File: src/hdl/heat_palette_index_mapper_core_macros.svh
// Assertion macros for the heat palette index mapper.
// Included by modules that carry concurrent checks; expects clk and rst in scope.
`ifndef HEAT_PALETTE_INDEX_MAPPER_CORE_MACROS_SVH
`define HEAT_PALETTE_INDEX_MAPPER_CORE_MACROS_SVH

// condition holds at every edge outside reset
`define HPIM_ASSERT_ALWAYS(lbl, expr, msg) \
  lbl: assert property (@(posedge clk) disable iff (rst) (expr)) else $error(msg);

// antecedent implies consequent in the next cycle, reset included
`define HPIM_ASSERT_NEXT(lbl, ante, cons, msg) \
  lbl: assert property (@(posedge clk) (ante) |=> (cons)) else $error(msg);

`endif

File: src/hdl/hpim_pkg.sv
// Shared types, widths and codes for the heat palette index mapper.
// No dependencies.
`default_nettype none

package hpim_pkg;

  localparam int unsigned XW    = 33;   // sign-extended sample / limit width
  localparam int unsigned DEN_W = 33;   // divisor width (high - low)
  localparam int unsigned NUM_W = 50;   // dividend / remainder width
  localparam int unsigned Q_W   = 17;   // quotient bits, one per divider cell

  localparam logic [7:0] CODE_UNKNOWN = 8'd255;
  localparam logic [7:0] CODE_BELOW   = 8'd253;
  localparam logic [7:0] CODE_ABOVE   = 8'd254;
  localparam logic [7:0] CODE_EMPTY   = 8'd0;
  localparam logic [7:0] CODE_DEAD    = 8'd125;
  localparam logic [7:0] IDX_MAX      = 8'd249;

  localparam logic [15:0] GAMMA_ONE = 16'd4096;

  typedef enum logic [1:0] {
    REG_LOW   = 2'd0,
    REG_HIGH  = 2'd1,
    REG_GAMMA = 2'd2
  } reg_idx_t;

  typedef enum logic [1:0] {
    KIND_CODE  = 2'd0,
    KIND_LIN   = 2'd1,
    KIND_CURVE = 2'd2
  } kind_t;

  typedef struct packed {
    logic signed [31:0] low;
    logic signed [31:0] high;
    logic [15:0]        gamma;
  } cfg_t;

  typedef struct packed {
    kind_t            kind;
    logic             neg;
    logic [7:0]       code;
    logic [NUM_W-1:0] rem;
    logic [Q_W-1:0]   quo;
  } div_item_t;

endpackage

`default_nettype wire

File: src/hdl/hpim_div_cell.sv
// One restoring-division cell: decides one quotient bit and passes the request on.
// Depends on hpim_pkg.
`default_nettype none

module hpim_div_cell import hpim_pkg::*; #(
  parameter int unsigned BIT = 0
) (
  input  logic             clk,
  input  logic             rst,
  input  logic [DEN_W-1:0] den,
  input  div_item_t        in_item,
  input  logic             in_valid,
  output logic             in_ready,
  output div_item_t        out_item,
  output logic             out_valid,
  input  logic             out_ready
);

  logic [NUM_W-1:0] dsh;
  logic             ge;
  div_item_t        nxt;

  assign dsh = NUM_W'(den) << BIT;
  assign ge  = in_item.rem >= dsh;

  always_comb begin
    nxt = in_item;
    if (ge) begin
      nxt.rem = in_item.rem - dsh;
    end
    nxt.quo[BIT] = ge;
  end

  assign in_ready = !out_valid || out_ready;

  always_ff @(posedge clk) begin
    if (rst) begin
      out_valid <= 1'b0;
    end else if (in_ready) begin
      out_valid <= in_valid;
    end
    if (in_ready) begin
      out_item <= nxt;
    end
  end

endmodule

`default_nettype wire

File: config.mk
export PLATFORM = sky130hd
export DESIGN_NAME = hpim_div_cell
export DESIGN_NICKNAME = d
export VERILOG_FILES = /design/src/hdl/heat_palette_index_mapper_core_macros.svh /design/src/hdl/hpim_pkg.sv /design/src/hdl/hpim_div_cell.sv
export SDC_FILE = /design/constraint.sdc
export NUM_CORES = 1
export LEC_CHECK = 0
export BUFFER_PORTS_ARGS = -buffer_cell sky130_fd_sc_hd__buf_4
export CAP_MARGIN = 20
export CORE_MARGIN = 2
export CORE_UTILIZATION = 30
export CTS_CLUSTER_DIAMETER = 60
export CTS_CLUSTER_SIZE = 14
export DETAILED_ROUTE_END_ITERATION = 7
export SETUP_SLACK_MARGIN = 0.02
export SLEW_MARGIN = 20
export SYNTH_ARGS = -nofsm -noshare
export SYNTH_HDL_FRONTEND = slang
export SYNTH_SLANG_ARGS = --single-unit
File: constraint.sdc
create_clock -name clk -period 7.9 [get_ports clk]
set_clock_uncertainty 0.05 [all_clocks]
set_input_delay 1.185 -clock clk [delete_from_list [all_inputs] [get_ports clk]]
set_output_delay 1.185 -clock clk [all_outputs]
set_load 0.02 [all_outputs]
==> results.txt <==
hold wc startpoint: out_valid
synthesized area: 5320 um^2
Cell variety after synth: 64
pwr dens: 193 nW/um^2
DIE WIDTH: 137 um
initial antenna violation count: 0
H-Tree Depth: 3
area delta synth->final: 37.0%
Iteration-0 DRC Markers: 273
CP Launch Point: den[4]
antenna viol nets, final: 0
TNS Setup: 0 ns
row count: 48
top cells by count, synth: edfxtp_1 (78), nand2_1 (63), inv_1 (49), a21oi_1 (47), o21ai_0 (45)
Residual DRC: 0
sequential area share after synthesis: 44.4%
clk_lat worst skew: 0.34 ns
Vias: 4,645
count leader, synth: edfxtp_1
Synth area leaders: edfxtp_1 (44%), ha_1 (7.8%), nand2_1 (4.4%)
grt ovf: 0
post-route clock period utilization: 53.8%
Relative slew margins: 50.3%
drt wl/cell: 15.5 um
largest net degree at the start of global routing: 57
Compound-Gate Fraction of Synth Area: 17.0%
Core ar.: 17,300 um^2
PortBufs: 193
area of placed instances: 6970 um^2
dpl hpwl: 11,800 um
Net Count, Synth: 693
Yosys reg bits: 79
post-synthesis mux area share: 0.612%
Syn Area/Cell: 9.78 um^2
Synth Area in Adders: 8.14%
simple-gate share of the synthesized area: 16.8%
Critical R2R Launch: out_valid
warning count from the yosys run: 0
Async SR Flop Fraction: 0%
CTS clk-pin slew, worst paths: 0.07 ns
vias in the first global route: 4,393
Die Ht: 137 um
Clock Tree Buf Depth: 2
minimum clock period: 4.25 ns
routed wire length: 14,900 um
TritonRoute pass-1 iters: 5
crit-path max FO: 5
post-layout instance area: 7280 um^2
Worst-Margin Slew: 0.745 ns
Final Non-Filler Cells: 961
cts repair resizes: 0
Setup violations, final: 0
Clk Tree Root Cell: clkbuf_16
Inst Count DP: 945
fill count: 1,775
CTS buffer count: 9
Max-Cap Viols: 0
worst hold path type: flop to flop
xor/xnor share of the synthesized area: 7.58%
TritonCTS clock tree: yes
CP Launch Type: input pin
worst vdd ir: 0.0985 mV
nets: 880
layout cell share with drive strength beyond 1: 31.5%
worst path required time: 7.95 ns
CP Class: input pin to flop
run status: completed
Top FF cell, synth: edfxtp_1
endpoint class of the critical path: flop
largest family of logic cells by synthesized area: compound AO/OA/AOI/OAI gates
overall routing resource usage: 15.5%
Power Total: 0.00141 W
area of the die: 18,800 um^2
Max Freq: 235 MHz
GPL Wtd Cong: 0.810
Static Leak: 3.14 nW
Pins Over Slew Limit: 0
clk sink count: 79
Post-CTS Hold Fix Bufs: 0
Via density: 4.83
post-synth top area share: 44.0%
Initial Util: 30.7%
Final Hold Fails: 0
EDFF count, synth: 78
RSZ-0062 raised after global routing: false
num ports: 195
CP Data Arrival Time: 4.30 ns
Setup Fix Bufs, Post-CTS: 0
first-pass GRT wire length: 22,500 um
Cells after Synth: 544
area leader, netlist: edfxtp_1
# diodes: 0
==> critical path, cell delays in order <==
cell and delay (ns):
buf_4 0.08, inv_1 0.03, ha_1 0.35, a21oi_1 0.24
nand2_1 0.12, o211ai_1 0.36, a31oi_1 0.16, o21ai_0 0.48
o21ai_0 0.37, a21oi_1 0.54, nand4_1 0.21, xnor2_1 0.17
==> cells by family after synthesis <==
group / Yosys count
AND/OR/NAND/NOR: 166
AO/OA/AOI/OAI: 148
flip-flops: 79
buffers and inverters: 68
XOR/XNOR: 46
adder cells (fa/ha/maj): 34
multiplexers: 3
==> layer usage <==
metal | vias up | share of wire, % | GRT usage, %
met1 | 2116 | 45 | 20.9
met5 | - | 0 | 0
met3 | 13 | 7.2 | 3.70
met4 | 0 | 0.98 | 4.30
met2 | 163 | 46 | 24.7
li1 | 2353 | - | -
==> stage by stage <==
step                setup slack (ns)  hold WS [ns]  utilization, %
CTS                             3.79         0.914            42.1
global route                    3.48         0.931            42.1
detailed placement              3.43         0.910            40.3
global placement                3.45         0.882            40.3
finish                          3.65         0.890            42.1
floorplan                       3.42          1.20               -
==> path summary, 6_finish.rpt <==
| path | endpoint | slack [ns] | depth (start not counted) |
|---|---|---|---|
| min | out_item[2] | 0.89 | 1 |
| max reg2reg | out_item[28] | 6.13 | 2 |
| max | out_item[66] | 3.65 | 12 |
| min reg2reg | out_item[2] | 0.89 | 1 |
==> layout make-up <==
type	count	area [um^2]	area share [%]
Clock buffer	9	225	3.09
Clock inverter	7	85.1	1.17
Inverter	49	184	2.53
Sequential cell	79	2360	32.4
Tap cell	225	282	3.87
Multi-Input combinational cell	397	2680	36.8
Timing Repair Buffer	195	1460	20.1
==> sequential cells by signal (all words and copies together), names as in the netlist <==
| name | flops |
|---|---|
| out_valid | 1 |
| out_item | 78 |
==> layout by cell type (no fill, tap or decap), types with 3 or more instances in the layout <==
cell type    n
a211oi_1     4
a21o_1      10
a21oi_1     47
a31oi_1      6
and3_1       4
buf_4      195
clkbuf_16    9
edfxtp_1    78
ha_1        33
inv_1       49
nand2_1     63
nand2b_1     3
nand3_1     13
nand4_1      9
nor2_1      30
nor3_1       8
o211ai_1     4
o21a_1       5
o21ai_0     45
o21bai_1     7
or3_1        5
or4_1        3
xnor2_1     25
xor2_1      21
==> power by group <==
part / total (W) / internal [W] / switching (W)
clock network: 0.000449 / 0.000252 / 0.000197
registers: 0.000544 / 0.000529 / 0.0000151
logic: 0.000416 / 0.000181 / 0.000236
total: 0.00141 / 0.000961 / 0.000448
Power figures use the tool's default switching activity.
