File: config.mk
export PLATFORM = sky130hd
export DESIGN_NAME = hpim_back
export DESIGN_NICKNAME = d
export VERILOG_FILES = /design/src/hdl/heat_palette_index_mapper_core_macros.svh /design/src/hdl/hpim_pkg.sv /design/src/hdl/hpim_back.sv
export SDC_FILE = /design/constraint.sdc
export NUM_CORES = 2
export LEC_CHECK = 0
export BUFFER_PORTS_ARGS = -buffer_cell sky130_fd_sc_hd__buf_4
export CAP_MARGIN = 20
export CORE_MARGIN = 2
export CORE_UTILIZATION = 60
export CTS_CLUSTER_DIAMETER = 150
export DETAILED_ROUTE_END_ITERATION = 7
export PLACE_DENSITY_LB_ADDON = 0.25
export SYNTH_ARGS = -nofsm -noshare
export SYNTH_HDL_FRONTEND = slang
export SYNTH_SLANG_ARGS = --single-unit
File: constraint.sdc
create_clock -name clk -period 13.3 [get_ports clk]
set_input_delay 3.325 -clock clk [delete_from_list [all_inputs] [get_ports clk]]
set_output_delay 3.325 -clock clk [all_outputs]
set_load 0.01 [all_outputs]
File: src/hdl/heat_palette_index_mapper_core_macros.svh
// Assertion macros for the heat palette index mapper.
// Included by modules that carry concurrent checks; expects clk and rst in scope.
`ifndef HEAT_PALETTE_INDEX_MAPPER_CORE_MACROS_SVH
`define HEAT_PALETTE_INDEX_MAPPER_CORE_MACROS_SVH

// condition holds at every edge outside reset
`define HPIM_ASSERT_ALWAYS(lbl, expr, msg) \
  lbl: assert property (@(posedge clk) disable iff (rst) (expr)) else $error(msg);

// antecedent implies consequent in the next cycle, reset included
`define HPIM_ASSERT_NEXT(lbl, ante, cons, msg) \
  lbl: assert property (@(posedge clk) (ante) |=> (cons)) else $error(msg);

`endif

File: src/hdl/hpim_pkg.sv
// Shared types, widths and codes for the heat palette index mapper.
// No dependencies.
`default_nettype none

package hpim_pkg;

  localparam int unsigned XW    = 33;   // sign-extended sample / limit width
  localparam int unsigned DEN_W = 33;   // divisor width (high - low)
  localparam int unsigned NUM_W = 50;   // dividend / remainder width
  localparam int unsigned Q_W   = 17;   // quotient bits, one per divider cell

  localparam logic [7:0] CODE_UNKNOWN = 8'd255;
  localparam logic [7:0] CODE_BELOW   = 8'd253;
  localparam logic [7:0] CODE_ABOVE   = 8'd254;
  localparam logic [7:0] CODE_EMPTY   = 8'd0;
  localparam logic [7:0] CODE_DEAD    = 8'd125;
  localparam logic [7:0] IDX_MAX      = 8'd249;

  localparam logic [15:0] GAMMA_ONE = 16'd4096;

  typedef enum logic [1:0] {
    REG_LOW   = 2'd0,
    REG_HIGH  = 2'd1,
    REG_GAMMA = 2'd2
  } reg_idx_t;

  typedef enum logic [1:0] {
    KIND_CODE  = 2'd0,
    KIND_LIN   = 2'd1,
    KIND_CURVE = 2'd2
  } kind_t;

  typedef struct packed {
    logic signed [31:0] low;
    logic signed [31:0] high;
    logic [15:0]        gamma;
  } cfg_t;

  typedef struct packed {
    kind_t            kind;
    logic             neg;
    logic [7:0]       code;
    logic [NUM_W-1:0] rem;
    logic [Q_W-1:0]   quo;
  } div_item_t;

endpackage

`default_nettype wire

File: src/hdl/hpim_back.sv
// Back stages: log2, gamma scaling, exp2 and final index with output register.
// Depends on hpim_pkg.
`default_nettype none

module hpim_back import hpim_pkg::*; (
  input  logic        clk,
  input  logic        rst,
  input  logic [15:0] gamma,
  input  div_item_t   in_item,
  input  logic        in_valid,
  output logic        in_ready,
  output logic [7:0]  palette_index,
  output logic        out_valid,
  input  logic        out_stall
);

  logic v1, v2, v3, v4, v5;
  logic ld1, ld2, ld3, ld4, ld5, ld6;

  kind_t      kind1, kind2, kind3, kind4, kind5;
  logic       neg1, neg2, neg3, neg4, neg5;
  logic [7:0] code1, code2, code3, code4, code5;

  // stage 1: normalize
  logic [4:0]  p_c, p1;
  logic [15:0] f_c, f1;
  logic [32:0] fprod1;
  logic [16:0] m_c;
  kind_t       kind_c;
  logic [7:0]  code_c;

  always_comb begin
    logic [32:0] msh;
    if (in_item.quo == '0) begin
      m_c = 17'd1;
    end else if (in_item.quo > 17'd65536) begin
      m_c = 17'd65536;
    end else begin
      m_c = in_item.quo;
    end
    p_c = 5'd0;
    for (int i = 0; i < 17; i++) begin
      if (m_c[i]) begin
        p_c = 5'(i);
      end
    end
    msh = 33'(m_c) << (5'd16 - p_c);
    f_c = msh[15:0];
  end

  always_comb begin
    kind_c = in_item.kind;
    code_c = in_item.code;
    if (in_item.kind == KIND_LIN) begin
      kind_c = KIND_CODE;
      code_c = (in_item.quo > 17'(IDX_MAX)) ? IDX_MAX : in_item.quo[7:0];
    end
  end

  // stage 2: log2 correction
  logic [36:0]        corr_full;
  logic signed [23:0] lg;
  logic [20:0]        negl2;

  assign corr_full = 37'(fprod1) * 37'd11;

  always_comb begin
    logic signed [6:0] pe;
    pe = $signed({2'b00, p1}) - 7'sd16;
    lg = ($signed({{17{pe[6]}}, pe}) <<< 16) + $signed({8'd0, f1})
         + $signed({8'd0, corr_full[36:21]});
  end

  // stage 3: gamma product
  logic [36:0] prod3;

  // stage 4: exp2 split
  logic [37:0] e_sum;
  logic [25:0] e_c;
  logic [26:0] s_sum;
  logic [15:0] g_c, g4;
  logic [10:0] s4;
  logic [32:0] gprod4;

  assign e_sum = 38'(prod3) + 38'd4095;
  assign e_c   = e_sum[37:12];
  assign s_sum = 27'(e_c) + 27'd65535;
  assign g_c   = 16'd0 - e_c[15:0];

  // stage 5: mantissa and shift
  logic [36:0] corr2_full;
  logic [17:0] mant;
  logic [16:0] pw_c, pw5;

  assign corr2_full = 37'(gprod4) * 37'd11;
  assign mant = 18'd65536 + 18'(g4) - 18'(corr2_full[36:21]);

  always_comb begin
    logic [17:0] sh;
    sh = (s4 < 11'd18) ? (mant >> s4[4:0]) : 18'd0;
    pw_c = (sh > 18'd65536) ? 17'd65536 : sh[16:0];
  end

  // stage 6: index
  logic [17:0] base6;
  logic [25:0] num6;
  logic [7:0]  idx6;

  assign base6 = neg5 ? (18'd65536 - 18'(pw5)) : (18'd65536 + 18'(pw5));
  assign num6  = 26'(base6) * 26'd249;
  assign idx6  = (num6[25:17] > 9'(IDX_MAX)) ? IDX_MAX : num6[24:17];

  assign ld6      = !out_valid || !out_stall;
  assign ld5      = !v5 || ld6;
  assign ld4      = !v4 || ld5;
  assign ld3      = !v3 || ld4;
  assign ld2      = !v2 || ld3;
  assign ld1      = !v1 || ld2;
  assign in_ready = ld1;

  always_ff @(posedge clk) begin
    if (rst) begin
      v1        <= 1'b0;
      v2        <= 1'b0;
      v3        <= 1'b0;
      v4        <= 1'b0;
      v5        <= 1'b0;
      out_valid <= 1'b0;
    end else begin
      if (ld1) v1 <= in_valid;
      if (ld2) v2 <= v1;
      if (ld3) v3 <= v2;
      if (ld4) v4 <= v3;
      if (ld5) v5 <= v4;
      if (ld6) out_valid <= v5;
    end
  end

  always_ff @(posedge clk) begin
    if (ld1) begin
      kind1  <= kind_c;
      code1  <= code_c;
      neg1   <= in_item.neg;
      p1     <= p_c;
      f1     <= f_c;
      fprod1 <= 33'(f_c) * (33'd65536 - 33'(f_c));
    end
    if (ld2) begin
      kind2 <= kind1;
      code2 <= code1;
      neg2  <= neg1;
      negl2 <= lg[23] ? 21'(-lg) : 21'd0;
    end
    if (ld3) begin
      kind3 <= kind2;
      code3 <= code2;
      neg3  <= neg2;
      prod3 <= 37'(negl2) * 37'(gamma);
    end
    if (ld4) begin
      kind4  <= kind3;
      code4  <= code3;
      neg4   <= neg3;
      s4     <= s_sum[26:16];
      g4     <= g_c;
      gprod4 <= 33'(g_c) * (33'd65536 - 33'(g_c));
    end
    if (ld5) begin
      kind5 <= kind4;
      code5 <= code4;
      neg5  <= neg4;
      pw5   <= pw_c;
    end
    if (ld6) begin
      palette_index <= (kind5 == KIND_CODE) ? code5 : idx6;
    end
  end

endmodule

`default_nettype wire

==> reports/metrics.csv <==
metric,value,unit
status,"complete, no violations",
Initial DRC Count,2433,
row count,106,
Die X,293.7,um
Syn Inst Count,5441,
Post-synth EDFFs,250,
Yosys top cell by area,fa_1,
clock tree buffer depth,3,
Max H-tree Level,1,
clk_lat worst skew,610,ps
measured slew at the worst slew-check pin,1080,ps
"Avg Cell Area, Syn",9.254,um2
Synth Cell Area,50350,um2
Yosys top cell area share,31.93,%
fmax,0.07799,GHz
multi-input logic area,37490,um2
period utilization,96.40,%
Setup Viol. Count Final,0,
first-pass GRT wire length,198.5,mm
global router's overall resource usage,28.87,%
YS warnings,0,
area delta synth->final,7.415,%
CP Capture Type,flop,
Yosys reg bits,256,
CTS tree,done,
io pins,108,
vias,37010,
Root Buffer,clkbuf_16,
hold path depth,0,
CTS sink count,256,
final WL,119.4,mm
ys async rst share,0,%
WS Path Type,primary input to flop,
startpoint types,primary input,
crit path max-delay cell type,fa_1,
type of the tightest min-delay check,flop to flop,
Post-CTS Setup Inserts,0,
Crit path top cell by count,fa_1,
skew final,33.93,ps
Synth cell types,93,
layout cells sized above 1,7.521,%
Final Hold Vio Count,0,
vias in the first global route,38980,
dominant cells by area after synthesis,"fa_1 (32%), ha_1 (15%), edfxtp_1 (15%)",
area occupied by registers,7627,um2
area of the core,83420,um2
Worst R2R Path Depth,31,
Post-DP HPWL,96.21,mm
setup TNS,0,ps
hold_buf cts,0,
number of buffers created by CTS,30,
Routability Congestion,0.9346,
nets,7083,
Clock transition at path regs,70,ps
I/O Buffers,57,
number of fill cells,6858,
crit-path max FO,8,
Die ar.,86260,um2
grt ovf,0,
max_cap viols,0,
Critical Path RT,13640,ps
router iterations before antenna repair,6,
final core utilization,64.83,%
CP arrival,13160,ps
Die H,293.7,um
max_slew headroom,28.03,%
most common cell in the synthesized netlist,inv_1,
CP max stage delay,550,ps
DR DRC count,0,
Vias per Instance,5.541,
minimum clock period,12820,ps
per-cell routed wire length,17.88,um
register area share after synthesis,15.15,%
Starting Density,60.36,%
top_reg_cell synth,edfxtp_1,
Routed Antenna Nets,0,
antenna violations before repair,1,
"top cells by count, synth","inv_1 (1267), fa_1 (803), ha_1 (608), nand2_1 (411), nor2_1 (392)",
"Slew Viols, Final",0,
pin count of the biggest net entering global routing,66,
## placed cells by master, fill, tap and decap left out, drive strengths merged, types with 12 or more instances in the layout
| cell type | instances |
|---|---|
| inv | 1273 |
| fa | 803 |
| ha | 608 |
| nand2 | 411 |
| nor2 | 394 |
| edfxtp | 250 |
| buf | 232 |
| nand2b | 175 |
| a21oi | 152 |
| xnor2 | 146 |
| and2 | 140 |
| o21ai | 113 |
| or2 | 79 |
| nor3 | 64 |
| nand3 | 62 |
| xor2 | 58 |
| a21o | 54 |
| and3 | 44 |
| or3 | 38 |
| nor2b | 35 |
| o21a | 35 |
| clkbuf | 34 |
| conb | 31 |
| a31oi | 23 |
| o211ai | 21 |
| o21bai | 20 |
| nor4 | 20 |
| a211oi | 18 |
| nand4 | 16 |
| mux2i | 15 |
| o31ai | 14 |
| clkinv | 12 |
## sequential cells by signal (all words and copies together) (netlist names), 2 cells and up
| register | count |
|---|---|
| code1 | 8 |
| code2 | 8 |
| code3 | 8 |
| code4 | 8 |
| code5 | 8 |
| f1 | 16 |
| fprod1 | 32 |
| g4 | 16 |
| gprod4 | 32 |
| kind1 | 2 |
| kind2 | 2 |
| kind3 | 2 |
| kind4 | 2 |
| kind5 | 2 |
| negl2 | 21 |
| p1 | 5 |
| palette_index | 8 |
| prod3 | 37 |
| pw5 | 17 |
| s4 | 11 |
## path summary, 6_finish.rpt
check                             endpoint       start  slack, ps
worst min register to register    code4[4]    code3[4]        410
worst max-delay path            fprod1[32]  in_item[4]        480
worst max register to register  gprod4[31]    prod3[5]       1790
worst min-delay path              code4[4]    code3[4]        410
## logic make-up (layout without fill, tap and decap cells)
group	count (synthesis)	count (layout)	share of synthesized area [%]
buffers and inverters	1433	1561	10.71
and+or+nand+nor	1512	1512	14.65
adders and majority gates	1411	1411	47.03
DFF	256	256	15.15
muxes	35	35	0.9915
xor gates and xnor gates	204	204	3.548
AOI/OAI and AO/OA	588	588	7.902
other	2	32	0.01491
## critical path, delay by kind of cell
kind / cells / cell delay (ps)
xor gates and xnor gates: 1 / 90
AOI/OAI and AO/OA: 11 / 2010
muxes: 1 / 360
buffers and inverters: 9 / 1120
adders and majority gates: 9 / 4140
and+or+nand+nor: 9 / 2080
## layout make-up
class | count | share of cell area [%]
antenna | 1 | 0.004627
clock buffer | 34 | 1.416
clock inverter | 22 | 0.5621
inverter | 1273 | 8.841
multi-input combinational | 3781 | 69.32
sequential | 256 | 14.10
tap | 1080 | 2.498
timing repair buffer | 232 | 3.253
## per-layer routing
metal | vias up | global-route usage, % | wire length (um)
li1 | 17350 | - | -
met5 | - | 0 | 12
met1 | 18260 | 39.39 | 50360
met3 | 221 | 4.796 | 9251
met2 | 1176 | 47.63 | 55870
met4 | 2 | 8.549 | 3942
## metrics by stage
step / cell area [um2] / setup slack (ps) / hold slack [ps] / std cells
after CTS: 54030 / 394.7 / 414.1 / 6675
final: 54090 / 478.5 / 409.1 / 6679
after global routing: 54080 / -5.475 / 423.4 / 6678
after floorplan: 50470 / 26.25 / 400.3 / 5470
after global placement: 52960 / -32.77 / 401.6 / 6619
after detailed placement: 52960 / -128.4 / 404.5 / 6619
## repair_timing
item,4_1_cts,5_1_grt
resized for setup,0,4
endpoints found under the hold margin,0,0
endpoints found under the setup margin,0,5
Power is left out: the tool's default activity adds up to more than one toggle a clock period on the data nets, which glitch-free logic cannot reach.
