==> config.mk <==
export PLATFORM = sky130hd
export DESIGN_NAME = hpim_front
export DESIGN_NICKNAME = d
export VERILOG_FILES = /design/src/hdl/heat_palette_index_mapper_core_macros.svh /design/src/hdl/hpim_pkg.sv /design/src/hdl/hpim_front.sv
export SDC_FILE = /design/constraint.sdc
export NUM_CORES = 1
export LEC_CHECK = 0
export ABC_AREA = 1
export BUFFER_PORTS_ARGS = -buffer_cell sky130_fd_sc_hd__buf_2
export CAP_MARGIN = 20
export CORE_AREA = 2 2 219 221
export DETAILED_ROUTE_END_ITERATION = 8
export DIE_AREA = 0 0 221 223
export GPL_TIMING_DRIVEN = 0
export PLACE_DENSITY_LB_ADDON = 0.12
export SLEW_MARGIN = 20
export SYNTH_ARGS = -nofsm -noshare
export SYNTH_HDL_FRONTEND = slang
export SYNTH_SLANG_ARGS = --single-unit
==> constraint.sdc <==
create_clock -name clk -period 5.78 [get_ports clk]
set_input_delay 1.445 -clock clk [delete_from_list [all_inputs] [get_ports clk]]
set_output_delay 1.445 -clock clk [all_outputs]
set_load 0.01 [all_outputs]
==> src/hdl/heat_palette_index_mapper_core_macros.svh <==
// Assertion macros for the heat palette index mapper.
// Included by modules that carry concurrent checks; expects clk and rst in scope.
`ifndef HEAT_PALETTE_INDEX_MAPPER_CORE_MACROS_SVH
`define HEAT_PALETTE_INDEX_MAPPER_CORE_MACROS_SVH

// condition holds at every edge outside reset
`define HPIM_ASSERT_ALWAYS(lbl, expr, msg) \
  lbl: assert property (@(posedge clk) disable iff (rst) (expr)) else $error(msg);

// antecedent implies consequent in the next cycle, reset included
`define HPIM_ASSERT_NEXT(lbl, ante, cons, msg) \
  lbl: assert property (@(posedge clk) (ante) |=> (cons)) else $error(msg);

`endif

==> src/hdl/hpim_pkg.sv <==
// Shared types, widths and codes for the heat palette index mapper.
// No dependencies.
`default_nettype none

package hpim_pkg;

  localparam int unsigned XW    = 33;   // sign-extended sample / limit width
  localparam int unsigned DEN_W = 33;   // divisor width (high - low)
  localparam int unsigned NUM_W = 50;   // dividend / remainder width
  localparam int unsigned Q_W   = 17;   // quotient bits, one per divider cell

  localparam logic [7:0] CODE_UNKNOWN = 8'd255;
  localparam logic [7:0] CODE_BELOW   = 8'd253;
  localparam logic [7:0] CODE_ABOVE   = 8'd254;
  localparam logic [7:0] CODE_EMPTY   = 8'd0;
  localparam logic [7:0] CODE_DEAD    = 8'd125;
  localparam logic [7:0] IDX_MAX      = 8'd249;

  localparam logic [15:0] GAMMA_ONE = 16'd4096;

  typedef enum logic [1:0] {
    REG_LOW   = 2'd0,
    REG_HIGH  = 2'd1,
    REG_GAMMA = 2'd2
  } reg_idx_t;

  typedef enum logic [1:0] {
    KIND_CODE  = 2'd0,
    KIND_LIN   = 2'd1,
    KIND_CURVE = 2'd2
  } kind_t;

  typedef struct packed {
    logic signed [31:0] low;
    logic signed [31:0] high;
    logic [15:0]        gamma;
  } cfg_t;

  typedef struct packed {
    kind_t            kind;
    logic             neg;
    logic [7:0]       code;
    logic [NUM_W-1:0] rem;
    logic [Q_W-1:0]   quo;
  } div_item_t;

endpackage

`default_nettype wire

==> src/hdl/hpim_front.sv <==
// Front stages: range classification, offsets, dead zone and dividend setup.
// Depends on hpim_pkg.
`default_nettype none

module hpim_front import hpim_pkg::*; (
  input  logic               clk,
  input  logic               rst,
  input  cfg_t               cfg,
  input  logic               in_valid,
  output logic               in_ready,
  input  logic signed [31:0] sample_value,
  input  logic               sample_unknown,
  output logic [DEN_W-1:0]   den,
  output div_item_t          out_item,
  output logic               out_valid,
  input  logic               out_ready
);

  logic signed [XW-1:0] x, lo, hi;
  logic signed [33:0]   r;
  logic signed [34:0]   t;
  logic [XW-1:0]        at_c, d_c;
  kind_t                kind_c;
  logic [7:0]           code_c;

  // stage 1 registers
  logic         v1;
  kind_t        kind1;
  logic [7:0]   code1;
  logic         neg1;
  logic [XW-1:0] at1, d1;

  logic ld1, ld2;
  logic [39:0]  dz_prod;
  logic [40:0]  lin_num;
  div_item_t    item_c;

  assign x  = {sample_value[31], sample_value};
  assign lo = {cfg.low[31], cfg.low};
  assign hi = {cfg.high[31], cfg.high};
  assign r  = {hi[32], hi} - {lo[32], lo};
  assign t  = {x[32], x, 1'b0} - {{2{lo[32]}}, lo} - {{2{hi[32]}}, hi};
  assign den = r[DEN_W-1:0];

  always_comb begin
    logic [34:0] abs_t;
    abs_t = t[34] ? (35'd0 - t) : t;
    at_c  = abs_t[XW-1:0];
  end

  always_comb begin
    logic [XW-1:0] diff;
    diff = x - lo;
    d_c  = diff;
  end

  always_comb begin
    kind_c = KIND_CODE;
    code_c = CODE_EMPTY;
    if (sample_unknown) begin
      code_c = CODE_UNKNOWN;
    end else if (x < lo) begin
      code_c = CODE_BELOW;
    end else if (x > hi) begin
      code_c = CODE_ABOVE;
    end else if (hi <= lo) begin
      code_c = CODE_EMPTY;
    end else if (cfg.gamma == GAMMA_ONE) begin
      kind_c = KIND_LIN;
    end else begin
      kind_c = KIND_CURVE;
    end
  end

  assign ld2      = !out_valid || out_ready;
  assign ld1      = !v1 || ld2;
  assign in_ready = ld1;

  always_ff @(posedge clk) begin
    if (rst) begin
      v1 <= 1'b0;
    end else if (ld1) begin
      v1 <= in_valid;
    end
    if (ld1) begin
      kind1 <= kind_c;
      code1 <= code_c;
      neg1  <= t[34];
      at1   <= at_c;
      d1    <= d_c;
    end
  end

  assign dz_prod = 40'(at1) * 40'd125;
  assign lin_num = 41'(d1) * 41'd249;

  always_comb begin
    item_c.kind = kind1;
    item_c.code = code1;
    item_c.neg  = neg1;
    item_c.quo  = '0;
    if (kind1 == KIND_LIN) begin
      item_c.rem = NUM_W'(lin_num);
    end else begin
      item_c.rem = NUM_W'({at1, 16'd0});
    end
    if (kind1 == KIND_CURVE && dz_prod < 40'(r[DEN_W-1:0])) begin
      item_c.kind = KIND_CODE;
      item_c.code = CODE_DEAD;
    end
  end

  always_ff @(posedge clk) begin
    if (rst) begin
      out_valid <= 1'b0;
    end else if (ld2) begin
      out_valid <= v1;
    end
    if (ld2) begin
      out_item <= item_c;
    end
  end

endmodule

`default_nettype wire

==> impl_results.html <==
<table>
<tr><th>Metric</th><th>Value</th></tr>
<tr><th colspan="2">Die</th></tr>
<tr><td>Boundary pin count</td><td>230</td></tr>
<tr><td>Initial standard-cell utilization of the core</td><td>0.560</td></tr>
<tr><td>Row cnt</td><td>80</td></tr>
<tr><td>Die height</td><td>223 µm</td></tr>
<tr><td>Total Die Area</td><td>roughly 0.049 mm²</td></tr>
<tr><td>Horiz. Die Dim</td><td>approximately 220 µm</td></tr>
<tr><td>Core Footprint</td><td>between 0.04 and 0.05 mm²</td></tr>
<tr><th colspan="2">Timing</th></tr>
<tr><td>Setup repair after global routing missed its margin</td><td>yes</td></tr>
<tr><td>Highest clock frequency the design can meet</td><td>164 MHz</td></tr>
<tr><td>Worst slew margin</td><td>0.308</td></tr>
<tr><td>Post-layout min period</td><td>~6.1 ns</td></tr>
<tr><td>Final worst hold slack</td><td>0.439 ns</td></tr>
<tr><td>Share of the clock period used by the worst path after layout</td><td>1.05</td></tr>
<tr><td>Post-route clock skew</td><td>between 0.015 and 0.02 ns</td></tr>
<tr><td>Slew of the pin with the lowest slew margin</td><td>1.04 ns</td></tr>
<tr><td>Fin worst setup slack</td><td>-0.302 ns</td></tr>
<tr><td>Endpoints failing setup</td><td>5</td></tr>
<tr><td>Max-slew violation total from the final report</td><td>0</td></tr>
<tr><td>Final Hold Violating Endpoints</td><td>0</td></tr>
<tr><th colspan="2">Finish</th></tr>
<tr><td>Final core area utilization</td><td>0.647</td></tr>
<tr><td>Fraction of final layout cells sized beyond drive strength 1</td><td>0.164</td></tr>
<tr><td>Nets</td><td>4,506</td></tr>
<tr><td>Area Growth Syn to Fin</td><td>15.5%</td></tr>
<tr><td>Number of diodes</td><td>0</td></tr>
<tr><th colspan="2">Clocking</th></tr>
<tr><td>Clock insertion delay at the later pin of the skew report</td><td>0.48 ns</td></tr>
<tr><td>Buffer levels on the longest clock path</td><td>2</td></tr>
<tr><td>Clock sink count</td><td>130</td></tr>
<tr><td>Clock root buffer</td><td>sky130_fd_sc_hd__clkbuf_16</td></tr>
<tr><td>Number of levels in the clock H-tree</td><td>4</td></tr>
<tr><td>CTS tree</td><td>yes</td></tr>
<tr><td>Worst-path clk slew</td><td>0.07 ns</td></tr>
<tr><td>CTS buffer count</td><td>17</td></tr>
<tr><th colspan="2">Yosys</th></tr>
<tr><td>Number of distinct library cells after synthesis</td><td>49</td></tr>
<tr><td>Main combinational cell family by area after synthesis</td><td>adder cells</td></tr>
<tr><td>Share of the synthesized area in the top cell type</td><td>0.211</td></tr>
<tr><td>Most used standard cells in the synthesized netlist</td><td>696 x sky130_fd_sc_hd__nand2_1, 626 x sky130_fd_sc_hd__inv_1, 399 x sky130_fd_sc_hd__ha_1, 278 x sky130_fd_sc_hd__fa_1, 274 x sky130_fd_sc_hd__nor2_1</td></tr>
<tr><td>Largest cells by area after synthesis</td><td>sky130_fd_sc_hd__fa_1 21%, sky130_fd_sc_hd__ha_1 19%, sky130_fd_sc_hd__edfxtp_1 15%</td></tr>
<tr><td>Most frequent cell after synthesis</td><td>sky130_fd_sc_hd__nand2_1</td></tr>
<tr><td>Warning count from the yosys run</td><td>0</td></tr>
<tr><td>Fraction of registers with async set/reset</td><td>0</td></tr>
<tr><td>Post-Synth XOR/XNOR Area</td><td>0.0417</td></tr>
<tr><td>Total of flip-flops plus latches after synthesis</td><td>130</td></tr>
<tr><td>Count of flip-flops with a built-in enable after synthesis</td><td>128</td></tr>
<tr><td>Post-synthesis average cell area</td><td>just under 8 µm²</td></tr>
<tr><td>Share of synthesized cell area in full adder, half adder and majority cells</td><td>0.400</td></tr>
<tr><td>Predominant post-synthesis flop cell</td><td>sky130_fd_sc_hd__edfxtp_1</td></tr>
<tr><td>Multiplexer share of the synthesized area</td><td>0</td></tr>
<tr><td>Library cell with the largest summed area after synthesis</td><td>sky130_fd_sc_hd__fa_1</td></tr>
<tr><td>Share of synthesized area occupied by flip-flops and latches</td><td>0.147</td></tr>
<tr><td>Synthesized instance count</td><td>3,373</td></tr>
<tr><td>Post-synthesis share of cell area spent on and, or, nand and nor gates</td><td>0.215</td></tr>
<tr><td>Netlist Area Pre-Place</td><td>0.0264 mm²</td></tr>
<tr><td>Fraction of the mapped netlist area in compound gates</td><td>0.0965</td></tr>
<tr><th colspan="2">Global route</th></tr>
<tr><td>Vias in the first global route</td><td>24,815</td></tr>
<tr><td>GRT Residual Overflow</td><td>0</td></tr>
<tr><td>First-pass GRT wire length</td><td>134 mm</td></tr>
<tr><td>All-Layer GR Usage</td><td>0.352</td></tr>
<tr><td>Maximum number of pins on one net before global-route repair</td><td>46</td></tr>
<tr><td>Antenna violations before repair</td><td>4</td></tr>
<tr><th colspan="2">Setup path</th></tr>
<tr><td>Critical path's largest stage delay</td><td>0.58 ns</td></tr>
<tr><td>CP Data Arrival Time</td><td>6.32 ns</td></tr>
<tr><td>Category of the worst setup path launch point</td><td>flop</td></tr>
<tr><td>Cell depth of the worst flop-to-flop path</td><td>28</td></tr>
<tr><td>Critical Path Fanout Max</td><td>5</td></tr>
<tr><td>Required time of the critical path</td><td>6.02 ns</td></tr>
<tr><td>Category of the most critical setup path</td><td>reg -&gt; reg</td></tr>
<tr><td>Critical Path End Type</td><td>flop</td></tr>
<tr><td>Most common cell type on the critical path</td><td>sky130_fd_sc_hd__fa_1</td></tr>
<tr><td>Standard cell with the maximum stage delay on the critical path</td><td>sky130_fd_sc_hd__fa_1</td></tr>
<tr><th colspan="2">Route</th></tr>
<tr><td>Detailed Routing Iterations Pass 1</td><td>7</td></tr>
<tr><td>Routed wire length per instance</td><td>20.2 µm</td></tr>
<tr><td>Number of DRC violations after detailed routing</td><td>0</td></tr>
<tr><td>Final routed wirelength across all metal layers</td><td>87.5 mm</td></tr>
<tr><td>Detail Route Antenna Nets</td><td>0</td></tr>
<tr><td>Total via count after detailed routing</td><td>about 24,000</td></tr>
<tr><td>Number of vias per cell</td><td>5.60</td></tr>
<tr><td>First-iteration detailed-routing DRC count</td><td>1,891</td></tr>
<tr><th colspan="2">Status</th></tr>
<tr><td>Violated checks</td><td>setup timing</td></tr>
<tr><td>Status</td><td>finished, violations left</td></tr>
<tr><th colspan="2">Min path</th></tr>
<tr><td>Hold crit path type</td><td>reg -&gt; reg</td></tr>
<tr><td>Worst hold path depth</td><td>0</td></tr>
<tr><th colspan="2">Place</th></tr>
<tr><td>Number of buffers added on ports</td><td>211</td></tr>
<tr><td>GPL Wtd Cong</td><td>1.04</td></tr>
<tr><td>Estimated wirelength of the detail-placed design</td><td>roughly 74 mm</td></tr>
<tr><th colspan="2">Flow run</th></tr>
<tr><td>Max-cap viol count</td><td>0</td></tr>
</table>
==> timing repair <==
action / in CTS / in global routing
endpoints found under the setup margin: 7 / 14
hold buffers: 0 / 0
endpoints found under the hold margin: 0 / 0
resized for setup: 171 / 35
buffers inserted: 70 / 19
pin swaps: 87 / 37
==> registers in the layout (all words and copies together) (netlist names) <==
register / cells
at1: 33
code1: 3
neg1: 1
out_valid: 1
kind1: 2
v1: 1
out_item: 56
d1: 33
==> area by class of cell <==
type / count / area [µm²]
Clock buffer: 17 / 425
Multi-Input combinational cell: 2584 / 20800
Inverter: 641 / 2450
Buffer: 35 / 234
Sequential cell: 130 / 3880
Clock inverter: 15 / 159
Tap cell: 615 / 769
Fill cell: 4021 / 16700
Timing Repair Buffer: 303 / 1790
==> kinds of logic (layout without fill, tap and decap cells) <==
kind of cell             after synthesis  in the layout
AO/OA/AOI/OAI                        456            456
XOR/XNOR                             124            124
adder cells (fa/ha/maj)              677            677
buffers and inverters                676           1011
flip-flops                           130            130
other                                  1             18
AND/OR/NAND/NOR                     1309           1309
==> metrics by stage <==
stage / instance area (µm²) / std cells / setup WS (ns) / TNS [ns]
4_1_cts: 30200 / 4321 / -0.0879 / -0.368
2_1_floorplan: 26500 / 3390 / 0.381 / 0
3_3_place_gp: 28300 / 4216 / -1.15 / -6.91
6_report: 30500 / 4340 / -0.302 / -1.34
3_5_place_dp: 28400 / 4219 / -1.23 / -6.44
5_1_grt: 30500 / 4340 / -0.538 / -2.58
==> critical path, delay by kind of cell (launching register included) <==
| kind | cells | cell delay [ns] |
|---|---|---|
| XOR/XNOR | 1 | 0.23 |
| flip-flops | 1 | 0.40 |
| buffers and inverters | 5 | 0.50 |
| adder cells (fa/ha/maj) | 6 | 2.60 |
| AND/OR/NAND/NOR | 15 | 2.00 |
| AO/OA/AOI/OAI | 1 | 0.11 |
==> worst paths after layout <==
path | start | endpoint | slack (ns)
max reg2reg | at1[5]$_DFFE_PP_ | out_item[77]$_SDFFCE_PP0P_ | -0.30
max | at1[5]$_DFFE_PP_ | out_item[77]$_SDFFCE_PP0P_ | -0.30
min | neg1$_DFFE_PP_ | out_item[75]$_DFFE_PP_ | 0.44
min reg2reg | neg1$_DFFE_PP_ | out_item[75]$_DFFE_PP_ | 0.44
==> cell usage in the layout (no fill, tap or decap), types with 41 or more instances in the layout <==
cell	count
sky130_fd_sc_hd__nand2_1	678
sky130_fd_sc_hd__inv_1	601
sky130_fd_sc_hd__ha_1	381
sky130_fd_sc_hd__fa_1	278
sky130_fd_sc_hd__nor2_1	254
sky130_fd_sc_hd__buf_2	212
sky130_fd_sc_hd__a21oi_1	194
sky130_fd_sc_hd__nand3_1	137
sky130_fd_sc_hd__edfxtp_1	128
sky130_fd_sc_hd__buf_4	112
sky130_fd_sc_hd__o21ai_0	111
sky130_fd_sc_hd__xor2_1	64
sky130_fd_sc_hd__nand4_1	48
sky130_fd_sc_hd__nand2_2	42
sky130_fd_sc_hd__xnor2_1	41
==> routing by layer <==
metal  vias up  routed length, µm  global-route usage
met2       950              42000               0.604
met4         2               4800               0.177
li1      11484                  -                   -
met1     11613              34700               0.424
met5         -                 13                   0
met3       240               6010              0.0661
Power is not shown: default switching activity piles up to over one toggle a cycle in this logic, so the estimate is an artifact.
